===== config.mk =====
export PLATFORM = sky130hd
export DESIGN_NAME = assoc_cache_lru_read_top_flat
export DESIGN_NICKNAME = d
export VERILOG_FILES = /design/src/rtl/acl_pkg.sv /design/src/rtl/acl_req_if.sv /design/src/rtl/acl_rsp_if.sv /design/src/rtl/assoc_cache_lru_read_top.sv /design/src/rtl/acl_ram.sv /design/src/rtl/acl_ctrl.sv /design/src/rtl/acl_dp.sv /design/src/flat_wrapper.sv
export SDC_FILE = /design/constraint.sdc
export NUM_CORES = 2
export LEC_CHECK = 0
export BUFFER_PORTS_ARGS = -buffer_cell sky130_fd_sc_hd__buf_2
export CORE_MARGIN = 4
export CORE_UTILIZATION = 63
export CTS_BUF_LIST = sky130_fd_sc_hd__clkbuf_4 sky130_fd_sc_hd__clkbuf_8 sky130_fd_sc_hd__clkbuf_16
export DETAILED_ROUTE_END_ITERATION = 8
export HOLD_SLACK_MARGIN = 0.03
export PLACE_DENSITY_LB_ADDON = 0.1
export SKIP_CTS_REPAIR_TIMING = 1
export SLEW_MARGIN = 40
export SYNTH_ARGS = -nofsm -noshare
export SYNTH_HDL_FRONTEND = slang
export SYNTH_SLANG_ARGS = --single-unit

===== constraint.sdc =====
create_clock -name clk_i -period 7.5 [get_ports clk_i]
set_input_delay 0.75 -clock clk_i [delete_from_list [all_inputs] [get_ports clk_i]]
set_output_delay 0.75 -clock clk_i [all_outputs]
set_load 0.01 [all_outputs]

===== src/rtl/acl_pkg.sv =====
package acl_pkg;

  localparam int unsigned ADDR_BITS = 7;
  localparam int unsigned DATA_BITS = 16;

  localparam int unsigned CACHE_LINES_DEF  = 5;
  localparam int unsigned LINE_WORDS_DEF   = 10;
  localparam int unsigned MEMORY_WORDS_DEF = 100;
  localparam int unsigned WORD_BITS_DEF    = 16;

  localparam int unsigned RANK_BITS = 3;
  localparam logic [RANK_BITS-1:0] RANK_MAX = 3'd7;

  typedef enum logic [2:0] {
    StIdle,
    StLookup,
    StWriteBack,
    StFill,
    StReadReq,
    StReadData,
    StResp
  } acl_state_e;

  typedef struct packed {
    logic capture;
    logic decide;
    logic wb_run;
    logic fill_run;
    logic rd_issue;
    logic rd_capture;
    logic out_load;
  } acl_cmd_t;

  typedef struct packed {
    logic oob;
    logic preload;
    logic found;
    logic has_empty;
    logic cnt_last;
    logic out_busy;
  } acl_stat_t;

endpackage


===== src/rtl/acl_req_if.sv =====
interface acl_req_if;
  logic                                  valid;
  logic                                  ready;
  logic                                  mode;
  logic [acl_pkg::ADDR_BITS-1:0]         address;
  logic signed [acl_pkg::DATA_BITS-1:0]  write_value;

  modport source (output valid, mode, address, write_value, input ready);
  modport sink (input valid, mode, address, write_value, output ready);
endinterface


===== src/rtl/acl_rsp_if.sv =====
interface acl_rsp_if;
  logic                                  valid;
  logic                                  ready;
  logic signed [acl_pkg::DATA_BITS-1:0]  read_value;
  logic                                  status;
  logic                                  hit;
  logic                                  evicted;
  logic                                  bounds_flag;

  modport source (output valid, read_value, status, hit, evicted, bounds_flag, input ready);
  modport sink (input valid, read_value, status, hit, evicted, bounds_flag, output ready);
endinterface


===== src/rtl/assoc_cache_lru_read_top.sv =====
// An out-of-bounds access or a preload is answered from the lookup; a read hit reads its word
// from the line RAM; a read miss fills an empty line first, or writes back a line and refills it.
// One word is in flight at a time; the next is accepted only once the result is loaded for output.
// Write-back and refill move one word a cycle through the one write and one read port
// of the line and memory RAMs.
// Reset invalidates all lines and clears ranks, tags, the bounds flag and the memory valid bits.
module assoc_cache_lru_read_top #(
  parameter int unsigned CACHE_LINES  = acl_pkg::CACHE_LINES_DEF,
  parameter int unsigned LINE_WORDS   = acl_pkg::LINE_WORDS_DEF,
  parameter int unsigned MEMORY_WORDS = acl_pkg::MEMORY_WORDS_DEF,
  parameter int unsigned WORD_BITS    = acl_pkg::WORD_BITS_DEF
) (
  input  logic      clk_i,
  input  logic      rst_ni,
  acl_req_if.sink   in_i,
  acl_rsp_if.source out_o
);
  import acl_pkg::*;

  acl_cmd_t  cmd;
  acl_stat_t stat;

  acl_ctrl u_ctrl (
    .clk_i      (clk_i),
    .rst_ni     (rst_ni),
    .in_valid_i (in_i.valid),
    .in_ready_o (in_i.ready),
    .stat_i     (stat),
    .cmd_o      (cmd)
  );

  acl_dp #(
    .CACHE_LINES  (CACHE_LINES),
    .LINE_WORDS   (LINE_WORDS),
    .MEMORY_WORDS (MEMORY_WORDS),
    .WORD_BITS    (WORD_BITS)
  ) u_dp (
    .clk_i         (clk_i),
    .rst_ni        (rst_ni),
    .cmd_i         (cmd),
    .stat_o        (stat),
    .mode_i        (in_i.mode),
    .address_i     (in_i.address),
    .write_value_i (in_i.write_value),
    .out_ready_i   (out_o.ready),
    .out_valid_o   (out_o.valid),
    .read_value_o  (out_o.read_value),
    .status_o      (out_o.status),
    .hit_o         (out_o.hit),
    .evicted_o     (out_o.evicted),
    .bounds_flag_o (out_o.bounds_flag)
  );

endmodule


===== src/rtl/acl_ram.sv =====
module acl_ram #(
  parameter int unsigned WIDTH = 16,
  parameter int unsigned DEPTH = 16,
  localparam int unsigned AW = (DEPTH > 1) ? $clog2(DEPTH) : 1
) (
  input  logic             clk_i,
  input  logic             we_i,
  input  logic [AW-1:0]    waddr_i,
  input  logic [WIDTH-1:0] wdata_i,
  input  logic [AW-1:0]    raddr_i,
  output logic [WIDTH-1:0] rdata_o
);

  logic [WIDTH-1:0] mem_q [DEPTH];

  always_ff @(posedge clk_i) begin
    if (we_i) begin
      mem_q[waddr_i] <= wdata_i;
    end
    rdata_o <= mem_q[raddr_i];
  end

endmodule


===== src/rtl/acl_ctrl.sv =====
module acl_ctrl (
  input  logic               clk_i,
  input  logic               rst_ni,
  input  logic               in_valid_i,
  output logic               in_ready_o,
  input  acl_pkg::acl_stat_t stat_i,
  output acl_pkg::acl_cmd_t  cmd_o
);
  import acl_pkg::*;

  acl_state_e state_q, state_d;

  always_ff @(posedge clk_i or negedge rst_ni) begin
    if (!rst_ni) begin
      state_q <= StIdle;
    end else begin
      state_q <= state_d;
    end
  end

  always_comb begin
    state_d = state_q;
    case (state_q)
      StIdle: begin
        if (in_valid_i) state_d = StLookup;
      end
      StLookup: begin
        if (stat_i.oob || stat_i.preload) state_d = StResp;
        else if (stat_i.found) state_d = StReadReq;
        else if (stat_i.has_empty) state_d = StFill;
        else state_d = StWriteBack;
      end
      StWriteBack: begin
        if (stat_i.cnt_last) state_d = StFill;
      end
      StFill: begin
        if (stat_i.cnt_last) state_d = StReadReq;
      end
      StReadReq: begin
        state_d = StReadData;
      end
      StReadData: begin
        state_d = StResp;
      end
      StResp: begin
        if (!stat_i.out_busy) state_d = StIdle;
      end
      default: begin
        state_d = StIdle;
      end
    endcase
  end

  always_comb begin
    in_ready_o = 1'b0;
    cmd_o      = '0;
    case (state_q)
      StIdle: begin
        in_ready_o    = 1'b1;
        cmd_o.capture = in_valid_i;
      end
      StLookup: begin
        cmd_o.decide = 1'b1;
      end
      StWriteBack: begin
        cmd_o.wb_run = 1'b1;
      end
      StFill: begin
        cmd_o.fill_run = 1'b1;
      end
      StReadReq: begin
        cmd_o.rd_issue = 1'b1;
      end
      StReadData: begin
        cmd_o.rd_capture = 1'b1;
      end
      StResp: begin
        cmd_o.out_load = !stat_i.out_busy;
      end
      default: begin
        in_ready_o = 1'b0;
      end
    endcase
  end

endmodule


===== src/rtl/acl_dp.sv =====
module acl_dp #(
  parameter int unsigned CACHE_LINES  = acl_pkg::CACHE_LINES_DEF,
  parameter int unsigned LINE_WORDS   = acl_pkg::LINE_WORDS_DEF,
  parameter int unsigned MEMORY_WORDS = acl_pkg::MEMORY_WORDS_DEF,
  parameter int unsigned WORD_BITS    = acl_pkg::WORD_BITS_DEF
) (
  input  logic                                 clk_i,
  input  logic                                 rst_ni,
  input  acl_pkg::acl_cmd_t                    cmd_i,
  output acl_pkg::acl_stat_t                   stat_o,
  input  logic                                 mode_i,
  input  logic [acl_pkg::ADDR_BITS-1:0]        address_i,
  input  logic signed [acl_pkg::DATA_BITS-1:0] write_value_i,
  input  logic                                 out_ready_i,
  output logic                                 out_valid_o,
  output logic signed [acl_pkg::DATA_BITS-1:0] read_value_o,
  output logic                                 status_o,
  output logic                                 hit_o,
  output logic                                 evicted_o,
  output logic                                 bounds_flag_o
);
  import acl_pkg::*;

  localparam int unsigned IDX_BITS = (CACHE_LINES > 1) ? $clog2(CACHE_LINES) : 1;
  localparam int unsigned OFF_BITS = $clog2(LINE_WORDS);
  localparam int unsigned CNT_BITS = $clog2(LINE_WORDS + 1);
  localparam int unsigned LD_DEPTH = CACHE_LINES * LINE_WORDS;
  localparam int unsigned LD_AW    = $clog2(LD_DEPTH);
  localparam int unsigned MEM_AW   = $clog2(MEMORY_WORDS);
  localparam int unsigned SUM_BITS = ADDR_BITS + 1;
  localparam int unsigned ADDR_SPAN = 2 ** ADDR_BITS;

  // Request registers.
  logic                        req_mode_q;
  logic [ADDR_BITS-1:0]        req_addr_q;
  logic signed [DATA_BITS-1:0] req_wv_q;

  // Line state.
  logic [ADDR_BITS-1:0] tag_q [CACHE_LINES];
  logic [RANK_BITS-1:0] rank_q [CACHE_LINES];
  logic [RANK_BITS-1:0] rank_d [CACHE_LINES];
  logic [CACHE_LINES-1:0] line_vld_q;
  logic [MEMORY_WORDS-1:0] mem_vld_q;
  logic [IDX_BITS-1:0] sel_q;
  logic [CNT_BITS-1:0] cnt_q;
  logic sticky_q;
  logic fill_ok_q;

  // Result and output registers.
  logic [DATA_BITS-1:0] res_value_q;
  logic res_status_q, res_hit_q, res_evict_q;
  logic out_valid_q;
  logic [DATA_BITS-1:0] out_value_q;
  logic out_status_q, out_hit_q, out_evict_q, out_bounds_q;

  logic [ADDR_BITS-1:0] base_tab [ADDR_SPAN];
  logic [ADDR_BITS-1:0] base;
  logic [OFF_BITS-1:0]  off;
  logic oob, found, has_empty, cnt_last;
  logic [IDX_BITS-1:0] hit_idx, empty_idx, victim_idx, touch_idx;
  logic [RANK_BITS-1:0] best_rank;
  logic touch_en;
  logic [CNT_BITS-1:0] cnt_prev;
  logic [LD_AW-1:0] row_sel, row_hit;
  logic [SUM_BITS-1:0] wb_sum, fill_sum;
  logic [WORD_BITS-1:0] wv_word, fill_word;
  logic [CACHE_LINES-1:0] rank0_vec;

  logic ld_we;
  logic [LD_AW-1:0] ld_waddr, ld_raddr;
  logic [WORD_BITS-1:0] ld_wdata, ld_rdata;
  logic mem_we;
  logic [MEM_AW-1:0] mem_waddr, mem_raddr;
  logic [WORD_BITS-1:0] mem_wdata, mem_rdata;

  for (genvar a = 0; a < ADDR_SPAN; a++) begin : g_base
    localparam int unsigned BASE = (a / LINE_WORDS) * LINE_WORDS;
    assign base_tab[a] = ADDR_BITS'(BASE);
  end

  assign base     = base_tab[req_addr_q];
  assign off      = OFF_BITS'(req_addr_q - base);
  assign oob      = {1'b0, req_addr_q} >= SUM_BITS'(MEMORY_WORDS);
  assign cnt_last = cnt_q == CNT_BITS'(LINE_WORDS);
  assign cnt_prev = cnt_q - 1'b1;
  assign wv_word  = WORD_BITS'(req_wv_q);
  assign row_sel  = LD_AW'(LD_AW'(sel_q) * LD_AW'(LINE_WORDS));
  assign row_hit  = LD_AW'(LD_AW'(hit_idx) * LD_AW'(LINE_WORDS));
  assign wb_sum   = SUM_BITS'(tag_q[sel_q]) + SUM_BITS'(cnt_prev[OFF_BITS-1:0]);
  assign fill_sum = SUM_BITS'(base) + SUM_BITS'(cnt_q);
  assign fill_word = fill_ok_q ? mem_rdata : '0;

  always_comb begin
    found      = 1'b0;
    hit_idx    = '0;
    has_empty  = 1'b0;
    empty_idx  = '0;
    victim_idx = '0;
    best_rank  = '0;
    for (int k = 0; k < CACHE_LINES; k++) begin
      if (!found && line_vld_q[k] && tag_q[k] == base) begin
        found   = 1'b1;
        hit_idx = IDX_BITS'(k);
      end
      if (!has_empty && !line_vld_q[k]) begin
        has_empty = 1'b1;
        empty_idx = IDX_BITS'(k);
      end
      if (rank_q[k] > best_rank) begin
        best_rank  = rank_q[k];
        victim_idx = IDX_BITS'(k);
      end
    end
  end

  assign touch_en  = (cmd_i.decide && !oob && !req_mode_q && found) ||
                     (cmd_i.fill_run && cnt_last);
  assign touch_idx = cmd_i.decide ? hit_idx : sel_q;

  always_comb begin
    rank_d = rank_q;
    if (touch_en) begin
      for (int k = 0; k < CACHE_LINES; k++) begin
        if (IDX_BITS'(k) == touch_idx) begin
          rank_d[k] = '0;
        end else if (line_vld_q[k] &&
                     (!line_vld_q[touch_idx] || rank_q[k] < rank_q[touch_idx]) &&
                     rank_q[k] != RANK_MAX) begin
          rank_d[k] = rank_q[k] + 1'b1;
        end
      end
    end
  end

  always_comb begin
    ld_we    = 1'b0;
    ld_waddr = row_sel + LD_AW'(cnt_prev[OFF_BITS-1:0]);
    ld_wdata = fill_word;
    if (cmd_i.decide && !oob && req_mode_q && found) begin
      ld_we    = 1'b1;
      ld_waddr = row_hit + LD_AW'(off);
      ld_wdata = wv_word;
    end else if (cmd_i.fill_run && cnt_q != '0) begin
      ld_we = 1'b1;
    end
    ld_raddr = cmd_i.rd_issue ? row_sel + LD_AW'(off)
                              : row_sel + LD_AW'(cnt_q[OFF_BITS-1:0]);
  end

  always_comb begin
    mem_we    = 1'b0;
    mem_waddr = wb_sum[MEM_AW-1:0];
    mem_wdata = ld_rdata;
    if (cmd_i.decide && !oob && req_mode_q) begin
      mem_we    = 1'b1;
      mem_waddr = req_addr_q[MEM_AW-1:0];
      mem_wdata = wv_word;
    end else if (cmd_i.wb_run && cnt_q != '0 && wb_sum < SUM_BITS'(MEMORY_WORDS)) begin
      mem_we = 1'b1;
    end
    mem_raddr = fill_sum[MEM_AW-1:0];
  end

  acl_ram #(
    .WIDTH (WORD_BITS),
    .DEPTH (LD_DEPTH)
  ) u_line_ram (
    .clk_i   (clk_i),
    .we_i    (ld_we),
    .waddr_i (ld_waddr),
    .wdata_i (ld_wdata),
    .raddr_i (ld_raddr),
    .rdata_o (ld_rdata)
  );

  acl_ram #(
    .WIDTH (WORD_BITS),
    .DEPTH (MEMORY_WORDS)
  ) u_mem_ram (
    .clk_i   (clk_i),
    .we_i    (mem_we),
    .waddr_i (mem_waddr),
    .wdata_i (mem_wdata),
    .raddr_i (mem_raddr),
    .rdata_o (mem_rdata)
  );

  always_ff @(posedge clk_i) begin
    if (cmd_i.capture) begin
      req_mode_q <= mode_i;
      req_addr_q <= address_i;
      req_wv_q   <= write_value_i;
    end
    if (cmd_i.decide) begin
      sel_q        <= found ? hit_idx : (has_empty ? empty_idx : victim_idx);
      res_status_q <= oob;
      res_hit_q    <= !oob && found;
      res_evict_q  <= !oob && !req_mode_q && !found && !has_empty;
      res_value_q  <= '0;
    end else if (cmd_i.rd_capture) begin
      res_value_q <= DATA_BITS'(ld_rdata);
    end
    // A word past the end of memory or never written reads as zero.
    fill_ok_q <= (fill_sum < SUM_BITS'(MEMORY_WORDS)) ? mem_vld_q[mem_raddr] : 1'b0;
    if (cmd_i.out_load) begin
      out_value_q  <= res_value_q;
      out_status_q <= res_status_q;
      out_hit_q    <= res_hit_q;
      out_evict_q  <= res_evict_q;
      out_bounds_q <= sticky_q;
    end
  end

  always_ff @(posedge clk_i or negedge rst_ni) begin
    if (!rst_ni) begin
      for (int k = 0; k < CACHE_LINES; k++) begin
        tag_q[k]  <= '0;
        rank_q[k] <= '0;
      end
      line_vld_q  <= '0;
      mem_vld_q   <= '0;
      cnt_q       <= '0;
      sticky_q    <= 1'b0;
      out_valid_q <= 1'b0;
    end else begin
      rank_q <= rank_d;
      if (cmd_i.decide && oob) begin
        sticky_q <= 1'b1;
      end
      if (cmd_i.decide) begin
        cnt_q <= '0;
      end else if (cmd_i.wb_run || cmd_i.fill_run) begin
        cnt_q <= cnt_last ? '0 : cnt_q + 1'b1;
      end
      if (cmd_i.fill_run && cnt_last) begin
        tag_q[sel_q]      <= base;
        line_vld_q[sel_q] <= 1'b1;
      end
      if (mem_we) begin
        mem_vld_q[mem_waddr] <= 1'b1;
      end
      if (cmd_i.out_load) begin
        out_valid_q <= 1'b1;
      end else if (out_ready_i) begin
        out_valid_q <= 1'b0;
      end
    end
  end

  assign stat_o.oob       = oob;
  assign stat_o.preload   = req_mode_q;
  assign stat_o.found     = found;
  assign stat_o.has_empty = has_empty;
  assign stat_o.cnt_last  = cnt_last;
  assign stat_o.out_busy  = out_valid_q && !out_ready_i;

  assign out_valid_o   = out_valid_q;
  assign read_value_o  = out_value_q;
  assign status_o      = out_status_q;
  assign hit_o         = out_hit_q;
  assign evicted_o     = out_evict_q;
  assign bounds_flag_o = out_bounds_q;

  always_comb begin
    for (int k = 0; k < CACHE_LINES; k++) begin
      rank0_vec[k] = line_vld_q[k] && rank_q[k] == '0;
    end
  end

  // Valid lines always hold distinct ranks, so only one of them can be the newest.
  a_single_newest: assert property (@(posedge clk_i) disable iff (!rst_ni)
    $countones(rank0_vec) <= 1)
    else $error("more than one valid line has rank zero");

  a_fill_sets_valid: assert property (@(posedge clk_i) disable iff (!rst_ni)
    cmd_i.fill_run && cnt_last |=> line_vld_q[$past(sel_q)])
    else $error("filled line is not marked valid");

  a_wb_only_when_full: assert property (@(posedge clk_i) disable iff (!rst_ni)
    cmd_i.wb_run |-> &line_vld_q)
    else $error("write-back started while an empty line exists");

  a_error_word: assert property (@(posedge clk_i) disable iff (!rst_ni)
    out_valid_q && out_status_q |-> out_bounds_q && !out_hit_q && !out_evict_q)
    else $error("error word carries hit, evict or a clear bounds flag");

endmodule


===== src/flat_wrapper.sv =====
// flat-port wrapper written by rule: the top's interface ports become plain ports
module assoc_cache_lru_read_top_flat import acl_pkg::*;
#(
  parameter int unsigned CACHE_LINES  = acl_pkg::CACHE_LINES_DEF,
  parameter int unsigned LINE_WORDS   = acl_pkg::LINE_WORDS_DEF,
  parameter int unsigned MEMORY_WORDS = acl_pkg::MEMORY_WORDS_DEF,
  parameter int unsigned WORD_BITS    = acl_pkg::WORD_BITS_DEF
)
  (clk_i, rst_ni, in_i_valid, in_i_mode, in_i_address, in_i_write_value, in_i_ready, out_o_valid, out_o_read_value, out_o_status, out_o_hit, out_o_evicted, out_o_bounds_flag, out_o_ready);
  acl_req_if in_i_i ();
  acl_rsp_if out_o_i ();
  input  logic clk_i;
  input  logic rst_ni;
  input wire logic [$bits(in_i_i.valid)-1:0] in_i_valid;
  input wire logic [$bits(in_i_i.mode)-1:0] in_i_mode;
  input wire logic [$bits(in_i_i.address)-1:0] in_i_address;
  input wire logic [$bits(in_i_i.write_value)-1:0] in_i_write_value;
  output wire logic [$bits(in_i_i.ready)-1:0] in_i_ready;
  output wire logic [$bits(out_o_i.valid)-1:0] out_o_valid;
  output wire logic [$bits(out_o_i.read_value)-1:0] out_o_read_value;
  output wire logic [$bits(out_o_i.status)-1:0] out_o_status;
  output wire logic [$bits(out_o_i.hit)-1:0] out_o_hit;
  output wire logic [$bits(out_o_i.evicted)-1:0] out_o_evicted;
  output wire logic [$bits(out_o_i.bounds_flag)-1:0] out_o_bounds_flag;
  input wire logic [$bits(out_o_i.ready)-1:0] out_o_ready;
  assign in_i_i.valid = in_i_valid;
  assign in_i_i.mode = in_i_mode;
  assign in_i_i.address = in_i_address;
  assign in_i_i.write_value = in_i_write_value;
  assign in_i_ready = in_i_i.ready;
  assign out_o_valid = out_o_i.valid;
  assign out_o_read_value = out_o_i.read_value;
  assign out_o_status = out_o_i.status;
  assign out_o_hit = out_o_i.hit;
  assign out_o_evicted = out_o_i.evicted;
  assign out_o_bounds_flag = out_o_i.bounds_flag;
  assign out_o_i.ready = out_o_ready;
  assoc_cache_lru_read_top #(.CACHE_LINES(CACHE_LINES), .LINE_WORDS(LINE_WORDS), .MEMORY_WORDS(MEMORY_WORDS), .WORD_BITS(WORD_BITS)) u_core (.clk_i(clk_i), .rst_ni(rst_ni), .in_i(in_i_i), .out_o(out_o_i));
endmodule

==> After elaboration in Yosys (flattened, before gate mapping) <==
Memory sizes are Yosys's and may differ from the RTL's. A register that Yosys moved wholly into a read port is not among the register bits.
Index checks and enable logic that the tools add are counted.
{ "word_totals": {"register_bits": 231, "ramBits": 2400, "mem_bits_ro": 896, "output_inout_bits": 22, "wordCells": 278, "mem_count": 3} }
{ "mem_list": {"columns": ["name", "depth", "word_bits", "rd", "rd_clocked_by_memory_dff", "write_ports", "line_no", "source"], "rows": [
  ["u_core.u_dp.u_mem_ram.mem_q", 100, 16, 1, 1, 1, "acl_ram.sv:14", "logic [WIDTH-1:0] mem_q [DEPTH];"],
  ["(name not given)", 128, 7, 1, 0, 0, "acl_dp.sv:81", "assign base = base_tab[req_addr_q];"],
  ["u_core.u_dp.u_line_ram.mem_q", 50, 16, 1, 1, 1, "acl_ram.sv:14", null]
]} }
{ "classes": {"addsub": 14, "n_mul": 2, "order_cmp": 23, "eq_ne": 25, "mux": 93, "bitwise_logic": 5, "n_reduce_logical": 83} }
{ "ops": {"columns": ["cell", "n"], "rows": [
  ["$mux W3", 34],
  ["$or A100 B100 Y100", 1],
  ["$mux W16", 3],
  ["$mux W7", 6],
  ["$logic_and A1 B1 Y1", 41],
  ["$mux W1", 36],
  ["$bwmux W35", 1],
  ["$eq A7 B7 Y1", 5],
  ["$add A6 B4 Y6", 4],
  ["$bmux W7 S3", 1],
  ["$demux W7 S3", 1],
  ["$pmux W3 S7", 1],
  ["$logic_not A1 Y1", 18],
  ["$add A7 B4 Y8", 2],
  ["$lt A7 B8 Y1 const B", 2],
  ["$lt A8 B7 Y1 const B", 2],
  ["$add A3 B1 Y3 const B", 5],
  ["$lt A3 B3 Y1", 5],
  ["$ne A3 B3 Y1 const B", 5],
  ["$reduce_bool A2 Y1", 7],
  ["$gt A3 B3 Y1", 4],
  ["$mux W4", 3],
  ["$mux W6", 2],
  ["$mul A3 B3 Y5 const B", 2],
  ["other kinds (32)", 54]
]} }

==> Logic depth before layout (Yosys ltp) <==
{ "logic_depth": {"depth_word": 34, "mapped_depth": 37, "depth_no_buf": 37} }

==> By module <==
Synthesis repeated with hierarchy kept, for this count alone.
{ "unflattened": {"cells_unflattened": 5523, "area_unflattened_um2": 106156.8} }
{ "by_module_without_submodules": {"columns": ["module", "n_inst", "cells_each", "area_each_um2", "seq_area_each_um2"], "rows": [
  ["acl_ram at u_core.u_dp.u_mem_ram", 1, 2669, 61833.1, 48366.4],
  ["acl_ram at u_core.u_dp.u_line_ram", 1, 1650, 31694.1, 24343.3],
  ["acl_dp", 1, 1171, 12369.4, 5745.5],
  ["acl_ctrl", 1, 33, 260.2, 75.1]
]} }

==> Least setup slack after synthesis <==
Ideal clock, no wire load.
{ "synth_path": {"kind": "reg-to-reg", "start": "register u_core.u_dp.req_addr_q[2]", "end": "register u_core.u_dp.u_line_ram.rdata_o[11] (read register of u_core.u_dp.u_line_ram.mem_q)", "t_arrival_ns": 5.292, "setup_slack_ns": 2.074, "path_stages_with_launch": 19, "n_path_buf": 5, "period_less_slack_ns": 5.426, "cell_sequence": "edfxtp_1 -> buf_4 -> buf_6 -> o31ai_1 -> o41ai_1 -> a221oi_2 -> buf_6 -> inv_1 -> ha_1 -> fa_1 -> xnor2_1 -> xnor2_1 -> mux2_2 -> ha_1 -> xor2_1 -> clkbuf_1 -> clkbuf_1 -> mux4_2 -> mux4_2"} }
{ "synth_between": {"elab_chain_len": 7} }
{ "synth_lines": {"columns": ["item", "line_no", "source"], "rows": [
  ["start: declaration", "acl_dp.sv:35", "logic [ADDR_BITS-1:0] req_addr_q;"],
  ["start signal: assignment", "acl_dp.sv:191", "req_addr_q <= address_i;"],
  ["$not A7 Y8 (not written as such)", "acl_dp.sv:81", null],
  ["$mem_v2 Z128 W7", null, null],
  ["$mux W7 (not written as such) (2 in a row)", "acl_dp.sv:81", null],
  ["net u_core.u_dp.base[1]", "acl_dp.sv:57", "logic [ADDR_BITS-1:0] base;"],
  ["$sub A4 B4 Y4", "acl_dp.sv:82", "assign off = OFF_BITS'(req_addr_q - base);"],
  ["$add A6 B4 Y6", "acl_dp.sv:146", "ld_raddr = cmd_i.rd_issue ? row_sel + LD_AW'(off)"],
  ["$mux W6", "acl_dp.sv:146", null],
  ["end: declaration", "acl_ram.sv:11", "output logic [WIDTH-1:0] rdata_o"]
]} }
The timed path passes the listed nets, and every way through them passes these cells. The select of a mux whose other input is x is not followed.
A chain may end at the register's enable or synchronous reset.

==> Worst setup path in the final report <==
{ "layout_path": {"start": "register u_core.u_dp.req_addr_q[2]", "end": "memory u_core.u_dp.u_line_ram.mem_q[48][5] (enable)"} }
{ "layout_between": {"elab_chain_len": 27, "elab_cells_between_ends": 43} }
{ "layout_lines": {"columns": ["item", "line_no"], "rows": [
  ["branches (longest 27 deep; another with $mem_v2 Z128 W7)", null],
  ["end: declaration", "acl_ram.sv:14"]
]} }
Parallel ways; which one is timed is not known. The select of a mux whose other input is x is not followed.

==> results.md <==
- Outcome: finished clean
- Reg2reg setup slack: 1040 ps
- Die span in y: 416.0 µm
- Placed insts: ~7000
- EDFF count, synth: 2450
- GRT overflow: 0
- Switching share of total power: 0.3298
- Syn avg cell area: 21.32 µm²
- Combinational share of power: 0.357
- Sequential share of power: 0.387
- Fin crit period: 6464 ps
- H-tree level count: 5
- Hold Fails Final Rpt: 0
- VDD IR-drop max: 0.0004214 V
- Pwr Density: 425.5 nW/µm²
- Area Growth Syn to Fin: 12.89%
- Area leader, netlist: edfxtp_1
- Num CTS Buffers: around 280
- Gr usage total: 0.2975
- Detailed Route Iter0 Violations: 7175
- Post-DP HPWL: 148800 µm
- Crit start category: register
- CTS tree: built
- Via/cell ratio: 6.748
- Critical Path Fanout Max: 20
- FILL cells: 9585
- Clock transition at the registers of the reported paths: 60 ps
- Max-slew headroom: 0.3990
- Layout Nets: 5328
- Clk buf depth: 4
- Routed wire per std cell: 33.03 µm
- Setup CP Type: reg2reg
- Clk_skew: 65.99 ps
- Unrepaired setup endpoints after global routing: no
- Routed Antenna Nets: 0
- Post-Layout Cell Count: ~7600
- Number of global-route vias before repair: between 50000 and 60000
- Setup_tns: 0 ps
- DRC violations left: 0
- Max-slew violations: 0
- Final setup violation count: 0
- Delay-heaviest family, CP: simple AND/OR/NAND/NOR gates
- First-pass GRT wire length: 368800 µm
- Yosys warns: 0
- Critical-path top delay cell: o41ai_1
- Die area: 173000 µm²
- Syn Inst Count: 4918
- First-pass DRT Iterations: 7
- Fin Hold WS: 54.06 ps
- Register area share after synthesis: 0.7489
- Largest net degree at the start of global routing: between 100 and 150
- Storage element area: 78540 µm²
- Psw: 0.01661 W
- Layout cells sized above 1: 0.3246
- Worst-margin pin slew: ~900 ps
- Ranking of synthesized cells by area: edfxtp_1 70%, mux4_2 17%, dfrtp_1 3.8%, dfxtp_1 0.94%, nand2_1 0.83%
- Clock Root Buffer: clkbuf_16
- Clk_lat worst skew: roughly 930 ps
- Number of port buffers: 49
- Crit path DAT: 7070 ps
- Core footprint: 165200 µm²
- Clock Power Share: 0.256
- WP buf/inv: 2
- CTS Sinks: roughly 2700
- Max Cap Viol: 0
- Mapped Area: 104900 µm²
- Yosys top cell area share: 0.7016
- Hold Path Class: in2reg
- Area of the multi-input gates: 25950 µm²
- Top FF cell, synth: edfxtp_1
- Crit-path most repeated cell: nor2_1
- Total I/O pin count: 50
- Cell breakdown of the critical path: inv_1 -> o311a_1 -> and4_4 -> or3_4 -> a2111oi_4 -> a2bb2oi_2 -> nor2_1 -> fa_1 -> o41ai_1 -> nand2_1 -> nor2_1 -> buf_4
- Crit path largest cell delay: 840 ps
- Total power: roughly 0.050 W
- DRT Wirelength: around 250000 µm
- #FFs+latches synth: around 2700
- Cell Rows: approximately 150
- Synth Net Count: roughly 5000
- Cell variety after synth: 88
- Lkg Pwr: 38.95 nW
- Final period util: 0.8618
- Initial Utilization: 0.6349
- Worst EP required: between 8000 and 9000 ps
- Antenna violations before repair: 14
- Vias: 51460
- Ys async rst share: 0.05982
- CP endpoint kind: register
- Die width: 416.0 µm
- Internal Power: 0.03376 W
- Fmax achieved: 154.7 MHz
- GPL Wtd Cong: 0.9039
==> flip-flops by register name, indices dropped and copies added, names as in the netlist, 3 cells and up <==
register	flops
u_core.u_dp.rank_q	15
u_core.u_dp.u_mem_ram.rdata_o	16
u_core.u_dp.read_value_o	16
u_core.u_dp.line_vld_q	5
u_core.u_dp.req_wv_q	16
u_core.u_dp.req_addr_q	7
u_core.u_dp.u_line_ram.rdata_o	16
u_core.u_dp.cnt_q	4
u_core.u_dp.res_value_q	16
u_core.u_dp.tag_q	30
u_core.u_dp.sel_q	3
u_core.u_ctrl.state_q	3
u_core.u_dp.mem_vld_q	100
u_core.u_dp.u_mem_ram.mem_q	1600
u_core.u_dp.u_line_ram.mem_q	800
==> metal layers <==
metal / up-vias / share of wire / wire length, µm / global-route usage
li1: 20980 / - / - / -
met1: 27230 / 0.39 / 98190 / 0.4397
met5: - / 0.000052 / 13 / 0
met3: 461 / 0.095 / 23840 / 0.06206
met2: 2793 / 0.48 / 120800 / 0.4541
met4: 2 / 0.036 / 9077 / 0.1043
==> synthesized netlist by cell type (8+ instances only) <==
| master | instances |
|---|---|
| mux2i_1 | 39 |
| or2_2 | 107 |
| o21ai_0 | 130 |
| dfrtp_1 | 159 |
| nor2b_1 | 15 |
| a21oi_1 | 47 |
| xnor2_1 | 25 |
| buf_6 | 9 |
| a31oi_1 | 14 |
| nor2_1 | 212 |
| buf_1 | 52 |
| xor2_1 | 17 |
| o31ai_1 | 8 |
| ha_1 | 50 |
| nand2b_1 | 22 |
| clkbuf_1 | 177 |
| mux4_2 | 802 |
| mux2_2 | 28 |
| nand2_1 | 232 |
| nor3_1 | 25 |
| inv_1 | 58 |
| a21o_1 | 13 |
| or3_1 | 11 |
| nand3_1 | 21 |
| edfxtp_1 | 2450 |
| dfxtp_1 | 49 |
==> stage by stage <==
stage | cell area (µm²) | setup slack, ps | utilization
after global placement | 109200 | 1202 | 0.6610
after global routing | 118400 | 661.3 | 0.7166
after CTS | 118000 | 1048 | 0.7142
after detailed placement | 109500 | 1063 | 0.6627
final | 118400 | 1036 | 0.7167
after floorplan | 104900 | 2074 | -
==> worst reg2reg max path, stage by stage, from the launching register on <==
cell,delay (ps)
edfxtp_1,750
inv_1,240
o311a_1,410
and4_4,230
or3_4,350
a2111oi_4,420
a2bb2oi_2,230
nor2_1,420
fa_1,590
o41ai_1,850
nand2_1,650
nor2_1,740
buf_4,300
==> cell usage in the layout, fill, tap and decap left out, types with 8 or more instances in the layout <==
master,n
a21o_1,13
a21oi_1,44
a31oi_1,13
buf_12,17
buf_2,48
buf_4,188
clkbuf_16,285
clkbuf_4,83
clkbuf_8,13
clkinv_1,33
clkinv_2,31
clkinvlp_4,9
dfrtp_1,157
dfxtp_1,49
dlygate4sd3_1,22
edfxtp_1,2450
ha_1,48
inv_1,58
mux2_2,28
mux2i_1,39
mux4_2,802
nand2_1,215
nand2_8,9
nand2b_1,21
nand3_1,21
nor2_1,168
nor2_2,14
nor2_4,30
nor2b_1,15
nor3_1,24
o21ai_0,113
o21ai_4,16
o31ai_1,8
or2_2,107
or3_1,10
xnor2_1,21
xor2_1,14
==> cells by family after synthesis <==
family	Yosys count	share of synthesized area
adders and majority gates	58	0.007302
buffers and inverters	301	0.01155
and+or+nand+nor	687	0.03043
DFF	2658	0.7489
AOI/OAI and AO/OA	302	0.01911
muxes	869	0.1790
xor gates and xnor gates	43	0.003770
==> area by class of cell <==
class,instances,share of cell area
antenna,7,0.0001480
clock inverter,87,0.004925
inverter,58,0.001839
sequential,2658,0.6634
timing repair buffer,289,0.02044
tap,2189,0.02314
clock buffer,380,0.06690
multi-input combinational,1959,0.2192
==> path summary, 6_finish.rpt <==
| kind | start | end | cells past startpoint |
|---|---|---|---|
| setup reg to reg | u_core.u_dp.req_addr_q[2] | u_core.u_dp.u_line_ram.mem_q[48][5] | 12 |
| max in group asynchronous | rst_ni | u_core.u_dp.mem_vld_q[12] | 3 |
| min in group asynchronous | rst_ni | u_core.u_dp.mem_vld_q[81] | 2 |
| hold reg to reg | u_core.u_dp.res_value_q[11] | u_core.u_dp.read_value_o[11] | 0 |
| hold / removal | in_i_write_value[11] | u_core.u_dp.req_wv_q[11] | 1 |
| setup / recovery | u_core.u_dp.req_addr_q[2] | u_core.u_dp.u_line_ram.mem_q[48][5] | 12 |
==> power groups by stage <==
| stage | combinational [W] | sequential, W | clock (W) |
|---|---|---|---|
| global placement | 0.0174 | 0.0198 | 0 |
| finish | 0.0180 | 0.0195 | 0.0129 |
| global route | 0.0188 | 0.0196 | 0.0138 |
| detailed placement | 0.0178 | 0.0198 | 0 |
| floorplan | 0.0111 | 0.0196 | 0 |
| CTS | 0.0179 | 0.0195 | 0.0131 |
(Power assumes the default switching activity.)
